## src/hdl/fpat_pkg.sv

```systemverilog
`timescale 1ns / 1ps
// ----------------------------------------------------------------------------
// fpat_pkg: shared types and constants of the fixed-point atan2 block
// Widths of the datapath, angle constants and the payload carried by the
// stages of the pipeline.
// ----------------------------------------------------------------------------
package fpat_pkg;

  localparam int MagW  = 31;   // magnitude of a clamped 32-bit input
  localparam int RemW  = 32;   // partial remainder, one bit above MagW
  localparam int QuoW  = 17;   // ratio 0 .. 0x10000 in 1.16
  localparam int NCell = QuoW; // one divider cell per quotient bit
  localparam int InnW  = 12;   // slope term, at most 0x0B20
  localparam int SumW  = 14;   // 0x2000 plus slope term, at most 0x2B20
  localparam int OctW  = 14;   // first-octant angle, at most 0x2000
  localparam int AngW  = 16;

  localparam logic [AngW-1:0] AngZeroVec = 16'hC000;
  localparam logic [AngW-1:0] AngEighth  = 16'h2000;
  localparam logic [InnW-1:0] AngSlope   = 12'hB20;
  localparam logic [QuoW-1:0] FxOne      = 17'h10000;
  localparam logic [AngW-1:0] AngQuarter = 16'h4000;
  localparam logic [AngW-1:0] AngHalf    = 16'h8000;

  // Octant folding flags that travel alongside the arithmetic.
  typedef struct packed {
    logic zero;
    logic swap;
    logic mirror;
    logic negate;
  } fold_t;

  // Payload handed from one divider cell to the next.
  typedef struct packed {
    logic [RemW-1:0] rem;
    logic [MagW-1:0] den;
    logic [QuoW-1:0] quo;
    fold_t           fold;
  } dcell_t;

endpackage

```

## src/hdl/fixed_point_atan2_turns.sv

```systemverilog
`timescale 1ns / 1ps
// ----------------------------------------------------------------------------
// fixed_point_atan2_turns: screen-space atan2 returning a turn fraction
// Pipelined octant approximation of the angle of a signed 16.16 vector.
// ----------------------------------------------------------------------------
// The block accepts one request in every clock cycle while the result side
// keeps taking results. Each request passes through the input stage, the
// chain of division cells (one quotient bit per cell), the two multiply
// stages and the folding output register. Every stage holds its own valid
// bit, so bubbles are squeezed out and a request is still taken while a
// finished result waits at the output and some stage is free. The angle is
// counted counterclockwise from +x with y pointing up, 65536 counts to a
// full turn; the zero vector gives 0xC000 and an input of -2^31 is treated
// as -2^31+1.
// ----------------------------------------------------------------------------
module fixed_point_atan2_turns (
  input  logic               clk,
  input  logic               rst_n,
  input  logic               in_valid,
  output logic               in_ready,
  input  logic signed [31:0] in_delta_x,
  input  logic signed [31:0] in_delta_y,
  output logic               out_valid,
  input  logic               out_ready,
  output logic [15:0]        out_angle_turns
);

  // Index 0 is the input stage; index k+1 is the output of division cell k.
  logic [fpat_pkg::NCell:0] div_vld;
  logic [fpat_pkg::NCell:0] div_rdy;
  fpat_pkg::dcell_t         div_dat [fpat_pkg::NCell+1];
  logic                     poly_rdy;

  fpat_front u_front (
    .clk    (clk),
    .rst_n  (rst_n),
    .vld_i  (in_valid),
    .rdy_o  (in_ready),
    .dx_i   (in_delta_x),
    .dy_i   (in_delta_y),
    .vld_o  (div_vld[0]),
    .rdy_i  (div_rdy[0]),
    .data_o (div_dat[0])
  );

  // Each cell settles one bit of the ratio, from the 1.0 bit downwards.
  for (genvar k = 0; k < fpat_pkg::NCell; k++) begin : g_cell
    fpat_div_cell u_cell (
      .clk    (clk),
      .rst_n  (rst_n),
      .vld_i  (div_vld[k]),
      .rdy_o  (div_rdy[k]),
      .data_i (div_dat[k]),
      .vld_o  (div_vld[k+1]),
      .rdy_i  (div_rdy[k+1]),
      .data_o (div_dat[k+1])
    );
  end

  assign div_rdy[fpat_pkg::NCell] = poly_rdy;

  fpat_poly u_poly (
    .clk     (clk),
    .rst_n   (rst_n),
    .vld_i   (div_vld[fpat_pkg::NCell]),
    .rdy_o   (poly_rdy),
    .ratio_i (div_dat[fpat_pkg::NCell].quo),
    .fold_i  (div_dat[fpat_pkg::NCell].fold),
    .vld_o   (out_valid),
    .rdy_i   (out_ready),
    .angle_o (out_angle_turns)
  );

  // The input side can only stall once every stage ahead of it is occupied.
  a_stall_full : assert property (@(posedge clk) disable iff (!rst_n)
    !in_ready |-> (&div_vld) && out_valid)
    else $error("input stalled while the pipeline has a free stage");

  // A ratio of exactly one has no fractional bits. The zero vector divides
  // by zero and carries a meaningless ratio, which the fold replaces.
  a_ratio_max : assert property (@(posedge clk) disable iff (!rst_n)
    div_vld[fpat_pkg::NCell] && !div_dat[fpat_pkg::NCell].fold.zero &&
    div_dat[fpat_pkg::NCell].quo[fpat_pkg::QuoW-1]
    |-> div_dat[fpat_pkg::NCell].quo[fpat_pkg::QuoW-2:0] == '0)
    else $error("division ratio exceeds one");

  // A zero denominator only ever comes from the zero vector.
  a_zero_den : assert property (@(posedge clk) disable iff (!rst_n)
    div_vld[0] && (div_dat[0].den == '0) |-> div_dat[0].fold.zero)
    else $error("zero denominator on a non-zero vector");

endmodule

```

## src/hdl/fpat_front.sv

```systemverilog
`timescale 1ns / 1ps
// ----------------------------------------------------------------------------
// fpat_front: input stage
// Takes magnitudes with clamping, works out the folding flags and orders the
// pair so that the numerator does not exceed the denominator.
// ----------------------------------------------------------------------------
module fpat_front (
  input  logic                   clk,
  input  logic                   rst_n,
  input  logic                   vld_i,
  output logic                   rdy_o,
  input  logic signed [31:0]     dx_i,
  input  logic signed [31:0]     dy_i,
  output logic                   vld_o,
  input  logic                   rdy_i,
  output fpat_pkg::dcell_t       data_o
);

  logic                          vld_r;
  fpat_pkg::dcell_t              data_r;
  fpat_pkg::dcell_t              data_nxt;
  logic [fpat_pkg::MagW-1:0]     ax;
  logic [fpat_pkg::MagW-1:0]     ay;
  logic [31:0]                   neg_x;
  logic [31:0]                   neg_y;

  // The most negative value is clamped before its magnitude is taken.
  assign neg_x = 32'd0 - dx_i;
  assign neg_y = 32'd0 - dy_i;
  assign ax = !dx_i[31] ? dx_i[fpat_pkg::MagW-1:0] :
              (dx_i == 32'sh8000_0000) ? {fpat_pkg::MagW{1'b1}} :
              neg_x[fpat_pkg::MagW-1:0];
  assign ay = !dy_i[31] ? dy_i[fpat_pkg::MagW-1:0] :
              (dy_i == 32'sh8000_0000) ? {fpat_pkg::MagW{1'b1}} :
              neg_y[fpat_pkg::MagW-1:0];

  always_comb begin
    data_nxt.fold.zero   = (dx_i == 32'sd0) && (dy_i == 32'sd0);
    data_nxt.fold.swap   = ay > ax;
    data_nxt.fold.mirror = dx_i[31];
    // Screen y points down, so a positive delta_y is a negative math angle.
    data_nxt.fold.negate = !dy_i[31] && (dy_i != 32'sd0);
    data_nxt.quo         = '0;
    if (ay > ax) begin
      data_nxt.rem = {1'b0, ax};
      data_nxt.den = ay;
    end else begin
      data_nxt.rem = {1'b0, ay};
      data_nxt.den = ax;
    end
  end

  assign rdy_o = !vld_r || rdy_i;

  always_ff @(posedge clk) begin
    if (!rst_n) begin
      vld_r <= 1'b0;
    end else if (rdy_o) begin
      vld_r <= vld_i;
    end
  end

  always_ff @(posedge clk) begin
    if (rdy_o && vld_i) begin
      data_r <= data_nxt;
    end
  end

  assign vld_o  = vld_r;
  assign data_o = data_r;

endmodule

```

## src/hdl/fpat_div_cell.sv

```systemverilog
`timescale 1ns / 1ps
// ----------------------------------------------------------------------------
// fpat_div_cell: one restoring division cell
// Resolves one quotient bit, most significant first, and hands the doubled
// partial remainder to the next cell.
// ----------------------------------------------------------------------------
module fpat_div_cell (
  input  logic             clk,
  input  logic             rst_n,
  input  logic             vld_i,
  output logic             rdy_o,
  input  fpat_pkg::dcell_t data_i,
  output logic             vld_o,
  input  logic             rdy_i,
  output fpat_pkg::dcell_t data_o
);

  logic                        vld_r;
  fpat_pkg::dcell_t            data_r;
  fpat_pkg::dcell_t            data_nxt;
  logic                        bit_q;
  logic [fpat_pkg::RemW-1:0]   den_ext;
  logic [fpat_pkg::RemW-1:0]   diff;

  assign den_ext = {1'b0, data_i.den};
  assign bit_q   = data_i.rem >= den_ext;
  assign diff    = bit_q ? (data_i.rem - den_ext) : data_i.rem;

  always_comb begin
    data_nxt      = data_i;
    // The remainder stays below the denominator, so doubling it cannot overflow.
    data_nxt.rem  = {diff[fpat_pkg::RemW-2:0], 1'b0};
    data_nxt.quo  = {data_i.quo[fpat_pkg::QuoW-2:0], bit_q};
  end

  assign rdy_o = !vld_r || rdy_i;

  always_ff @(posedge clk) begin
    if (!rst_n) begin
      vld_r <= 1'b0;
    end else if (rdy_o) begin
      vld_r <= vld_i;
    end
  end

  always_ff @(posedge clk) begin
    if (rdy_o && vld_i) begin
      data_r <= data_nxt;
    end
  end

  assign vld_o  = vld_r;
  assign data_o = data_r;

endmodule

```

## src/hdl/fpat_poly.sv

```systemverilog
`timescale 1ns / 1ps
// ----------------------------------------------------------------------------
// fpat_poly: octant polynomial and fold
// Two registered multiply stages evaluate the first-octant angle, and the
// output stage folds it into the full turn.
// ----------------------------------------------------------------------------
module fpat_poly (
  input  logic                        clk,
  input  logic                        rst_n,
  input  logic                        vld_i,
  output logic                        rdy_o,
  input  logic [fpat_pkg::QuoW-1:0]   ratio_i,
  input  fpat_pkg::fold_t             fold_i,
  output logic                        vld_o,
  input  logic                        rdy_i,
  output logic [fpat_pkg::AngW-1:0]   angle_o
);

  // Stage A: slope term.
  logic                          a_vld_r;
  logic                          a_rdy;
  logic [fpat_pkg::QuoW-1:0]     a_ratio_r;
  logic [fpat_pkg::InnW-1:0]     a_inner_r;
  fpat_pkg::fold_t               a_fold_r;
  logic [fpat_pkg::QuoW-1:0]     one_minus;
  logic [28:0]                   inner_prod;
  // Stage B: octant angle.
  logic                          b_vld_r;
  logic                          b_rdy;
  logic [fpat_pkg::OctW-1:0]     b_oct_r;
  fpat_pkg::fold_t               b_fold_r;
  logic [fpat_pkg::SumW-1:0]     sum;
  logic [30:0]                   oct_prod;
  // Stage C: folded result.
  logic                          c_vld_r;
  logic                          c_rdy;
  logic [fpat_pkg::AngW-1:0]     c_ang_r;
  logic [fpat_pkg::AngW-1:0]     ang_nxt;
  logic [fpat_pkg::AngW-1:0]     res;

  assign one_minus  = fpat_pkg::FxOne - ratio_i;
  assign inner_prod = 29'(fpat_pkg::AngSlope) * 29'(one_minus);

  assign sum      = fpat_pkg::SumW'(fpat_pkg::AngEighth) + fpat_pkg::SumW'(a_inner_r);
  assign oct_prod = 31'(a_ratio_r) * 31'(sum);

  always_comb begin
    res = fpat_pkg::AngW'(b_oct_r);
    if (b_fold_r.swap) begin
      res = fpat_pkg::AngQuarter - res;
    end
    if (b_fold_r.mirror) begin
      res = fpat_pkg::AngHalf - res;
    end
    if (b_fold_r.negate) begin
      res = '0 - res;
    end
    ang_nxt = b_fold_r.zero ? fpat_pkg::AngZeroVec : res;
  end

  assign c_rdy = !c_vld_r || rdy_i;
  assign b_rdy = !b_vld_r || c_rdy;
  assign a_rdy = !a_vld_r || b_rdy;
  assign rdy_o = a_rdy;

  always_ff @(posedge clk) begin
    if (!rst_n) begin
      a_vld_r <= 1'b0;
      b_vld_r <= 1'b0;
      c_vld_r <= 1'b0;
    end else begin
      if (a_rdy) begin
        a_vld_r <= vld_i;
      end
      if (b_rdy) begin
        b_vld_r <= a_vld_r;
      end
      if (c_rdy) begin
        c_vld_r <= b_vld_r;
      end
    end
  end

  always_ff @(posedge clk) begin
    if (a_rdy && vld_i) begin
      a_ratio_r <= ratio_i;
      a_inner_r <= inner_prod[16 +: fpat_pkg::InnW];
      a_fold_r  <= fold_i;
    end
    if (b_rdy && a_vld_r) begin
      b_oct_r  <= oct_prod[16 +: fpat_pkg::OctW];
      b_fold_r <= a_fold_r;
    end
    if (c_rdy && b_vld_r) begin
      c_ang_r <= ang_nxt;
    end
  end

  assign vld_o   = c_vld_r;
  assign angle_o = c_ang_r;

endmodule
```

## config.mk

```make
export PLATFORM = sky130hd
export DESIGN_NAME = fixed_point_atan2_turns
export DESIGN_NICKNAME = d
export VERILOG_FILES = /design/src/hdl/fpat_pkg.sv /design/src/hdl/fixed_point_atan2_turns.sv /design/src/hdl/fpat_front.sv /design/src/hdl/fpat_div_cell.sv /design/src/hdl/fpat_poly.sv
export SDC_FILE = /design/constraint.sdc
export NUM_CORES = 2
export LEC_CHECK = 0
export CORE_UTILIZATION = 35
export CTS_CLUSTER_DIAMETER = 30
export DETAILED_ROUTE_END_ITERATION = 6
export DONT_BUFFER_PORTS = 1
export GPL_TIMING_DRIVEN = 0
export PLACE_DENSITY_LB_ADDON = 0.3
export SETUP_SLACK_MARGIN = 0.1
export SYNTH_ARGS = -nofsm -noshare
export SYNTH_HDL_FRONTEND = slang
export SYNTH_HIERARCHICAL = 1
export SYNTH_SLANG_ARGS = --single-unit
```

## constraint.sdc

```tcl
create_clock -name clk -period 7.75 [get_ports clk]
set_input_delay 0.3875 -clock clk [delete_from_list [all_inputs] [get_ports clk]]
set_output_delay 0.3875 -clock clk [all_outputs]
set_load 0.02 [all_outputs]
```

==> out/qor.csv <==
metric,value,unit
TNS Setup,0,ns
Initial Util,35.3,%
DR pass1 iterations,5,
Clock Path Buffers,4,
Worst Tran Pin Value,1.20,ns
CTS tree,done,
syn_nets,9621,
"Setup violations, final",0,
nets,10000,
Congestion Overflow GR,0,
synthesized area,0.0940,mm^2
"Slowest-stage cell, CP",fa_1,
first-pass GRT wire length,387000,um
LEAKAGE,45.8,nW
slew margin rel.,19.2,%
P&R area growth vs syn,17.4,%
Final Hold Vio Count,0,
CTS buffer count,325,
Core ar.,0.266,mm^2
Critical Path Fanout Max,10,
die area,0.271,mm^2
total track usage,18.0,%
initial antenna violation count,1,
VDD IR max,0.000214,V
Chip Width,520,um
DRC,0,
Final Cycle Share,95.1,%
status,finished clean,
crit start category,register,
"Setup Fix Bufs, Post-CTS",0,
HP Class,in -> reg,
Root Buffer,clkbuf_16,
fin crit period,7.37,ns
share of layout cells above drive strength 1,12.8,%
port bufs,0,
Vias per Instance,5.20,
number of DRC markers in iteration 0,4197,
Mapped Avg Cell Area,10.9,um^2
Max Fclk,0.136,GHz
Sink Count,1367,
clk_lat worst skew,0.87,ns
Placed Area,0.0987,mm^2
hold_ws,0.0681,ns
RSZ-0062 raised after global routing,false,
max cap viols,0,
crit-path cells,clkbuf_1 -> and2_1 -> fa_1 -> inv_1 -> fa_1 -> inv_1 -> fa_1 -> inv_1 -> fa_1 -> inv_1 -> fa_1 -> fa_1 -> ha_1 -> a211o_1 -> or4_1 -> a41oi_2 -> or3b_1 -> o21ba_2 -> o211ai_1 -> a2111oi_1 -> nor3b_1,
Critical Path Max Stage Delay,0.53,ns
Yosys Warn Count,6,
number of global-route vias before repair,67500,
WP data required,8.30,ns
post-route ant nets,0,
die height,520,um
row cnt,189,
Vias,66600,
Final Max Slew Viols,0,
post-route cell area,0.110,mm^2
Post-Syn Instances,8629,
P per Cell Area,213,mW/mm^2
dpl hpwl,196000,um
largest net degree at the start of global routing,74,
wire per inst,19.4,um
# IOs,86,
crit path DAT,7.92,ns
Worst Setup End Kind,register,
clk_skew,0.0732,ns
"most used cell, CP",fa_1,
Clock transition at path regs,0.05,ns
fill count,25400,
Setup CP Type,reg -> reg,
Post-Route WL,249000,um
H-tree depth,5,
GP Congestion,0.897,
## cell type report
class | count | area [um^2] | share of cell area, %
multi-input cells | 5981 | 47800 | 43.3
flip-flops and latches | 1367 | 40800 | 37.0
clock buffers | 378 | 8500 | 7.71
well taps | 3533 | 4420 | 4.01
inverters | 1014 | 3810 | 3.45
clock inverters | 203 | 2450 | 2.22
plain buffers | 264 | 1630 | 1.47
repair buffers | 69 | 866 | 0.785
diodes | 2 | 5.00 | 0.00454
## metal layers
metal | global-route usage [%] | share of wire (%)
met1 | 22.2 | 43
met3 | 2.48 | 4.2
met4 | 6.30 | 3.3
met2 | 32.1 | 50
met5 | 0 | 0
## flip-flops by register name, indices dropped and copies added (netlist names)
register,cells
u_poly/vld_o,1
u_poly/a_vld_r,1
u_poly/b_vld_r,1
g_cell.u_cell/data_o,1213
u_front/vld_o,1
u_poly/a_inner_r,12
u_poly/angle_o,16
u_front/data_o,66
u_poly/b_fold_r,4
u_poly/a_ratio_r,17
u_poly/b_oct_r,14
u_poly/a_fold_r,4
g_cell.u_cell/vld_o,17
## timing repair
| action | 4_1_cts | 5_1_grt |
|---|---|---|
| gates resized for setup | 1 | 8 |
| hold buffers | 58 | 0 |
| setup endpoints to repair | 2 | 6 |
| hold endpoints to repair | 63 | 0 |
## power breakdown
| part | leakage (nW) | internal (W) | total, W | switching (W) |
|---|---|---|---|---|
| Sequential | 12.3 | 0.00823 | 0.00831 | 0.0000819 |
| Combinational | 28.2 | 0.000784 | 0.00168 | 0.000896 |
| Clock | 5.27 | 0.00934 | 0.0135 | 0.00421 |
## final timing paths
kind                                                 start                          to  slack (ns)  depth (start not counted)
worst min-delay path                         in_delta_y[5]          u_front/data_o[26]        0.07                          3
worst max-delay path                   u_poly/a_ratio_r[7]          u_poly/b_oct_r[13]        0.38                         21
worst min register to register  g_cell[8].u_cell/data_o[0]  g_cell[9].u_cell/data_o[0]        0.36                          0
worst max register to register         u_poly/a_ratio_r[7]          u_poly/b_oct_r[13]        0.38                         21
## critical path, delay by kind of cell, from the launching register on
kind	cells	cell delay, ns
fa+ha+maj	7	3.36
compound gates	5	1.53
buf+inv	5	0.57
flops	1	0.52
simple gates	4	1.11
## stage by stage
| step | setup slack, ns | std cells | power, W | util, % |
|---|---|---|---|---|
| after CTS | 0.116 | 12800 | 0.0238 | 41.4 |
| after global routing | 0.0888 | 12800 | 0.0243 | 41.5 |
| after global placement | 0.195 | 12200 | 0.0100 | 37.0 |
| after detailed placement | 0.121 | 12200 | 0.0101 | 37.1 |
| after floorplan | 1.45 | 8629 | 0.00966 | - |
| final | 0.377 | 12800 | 0.0235 | 41.5 |
## cells in the final DEF (no fill, tap or decap), types with 159 or more instances in the layout
| master | n |
|---|---|
| ha_1 | 724 |
| clkbuf_16 | 332 |
| inv_1 | 994 |
| edfxtp_1 | 1346 |
| nand2_1 | 619 |
| fa_1 | 200 |
| nor2_1 | 432 |
| o21ai_0 | 300 |
| clkbuf_1 | 185 |
| xor2_1 | 176 |
| a21o_1 | 293 |
| a21oi_1 | 602 |
| and2_1 | 159 |
| mux2_4 | 344 |
| xnor2_1 | 275 |
| nor3_1 | 168 |
(Power assumes the default switching activity.)
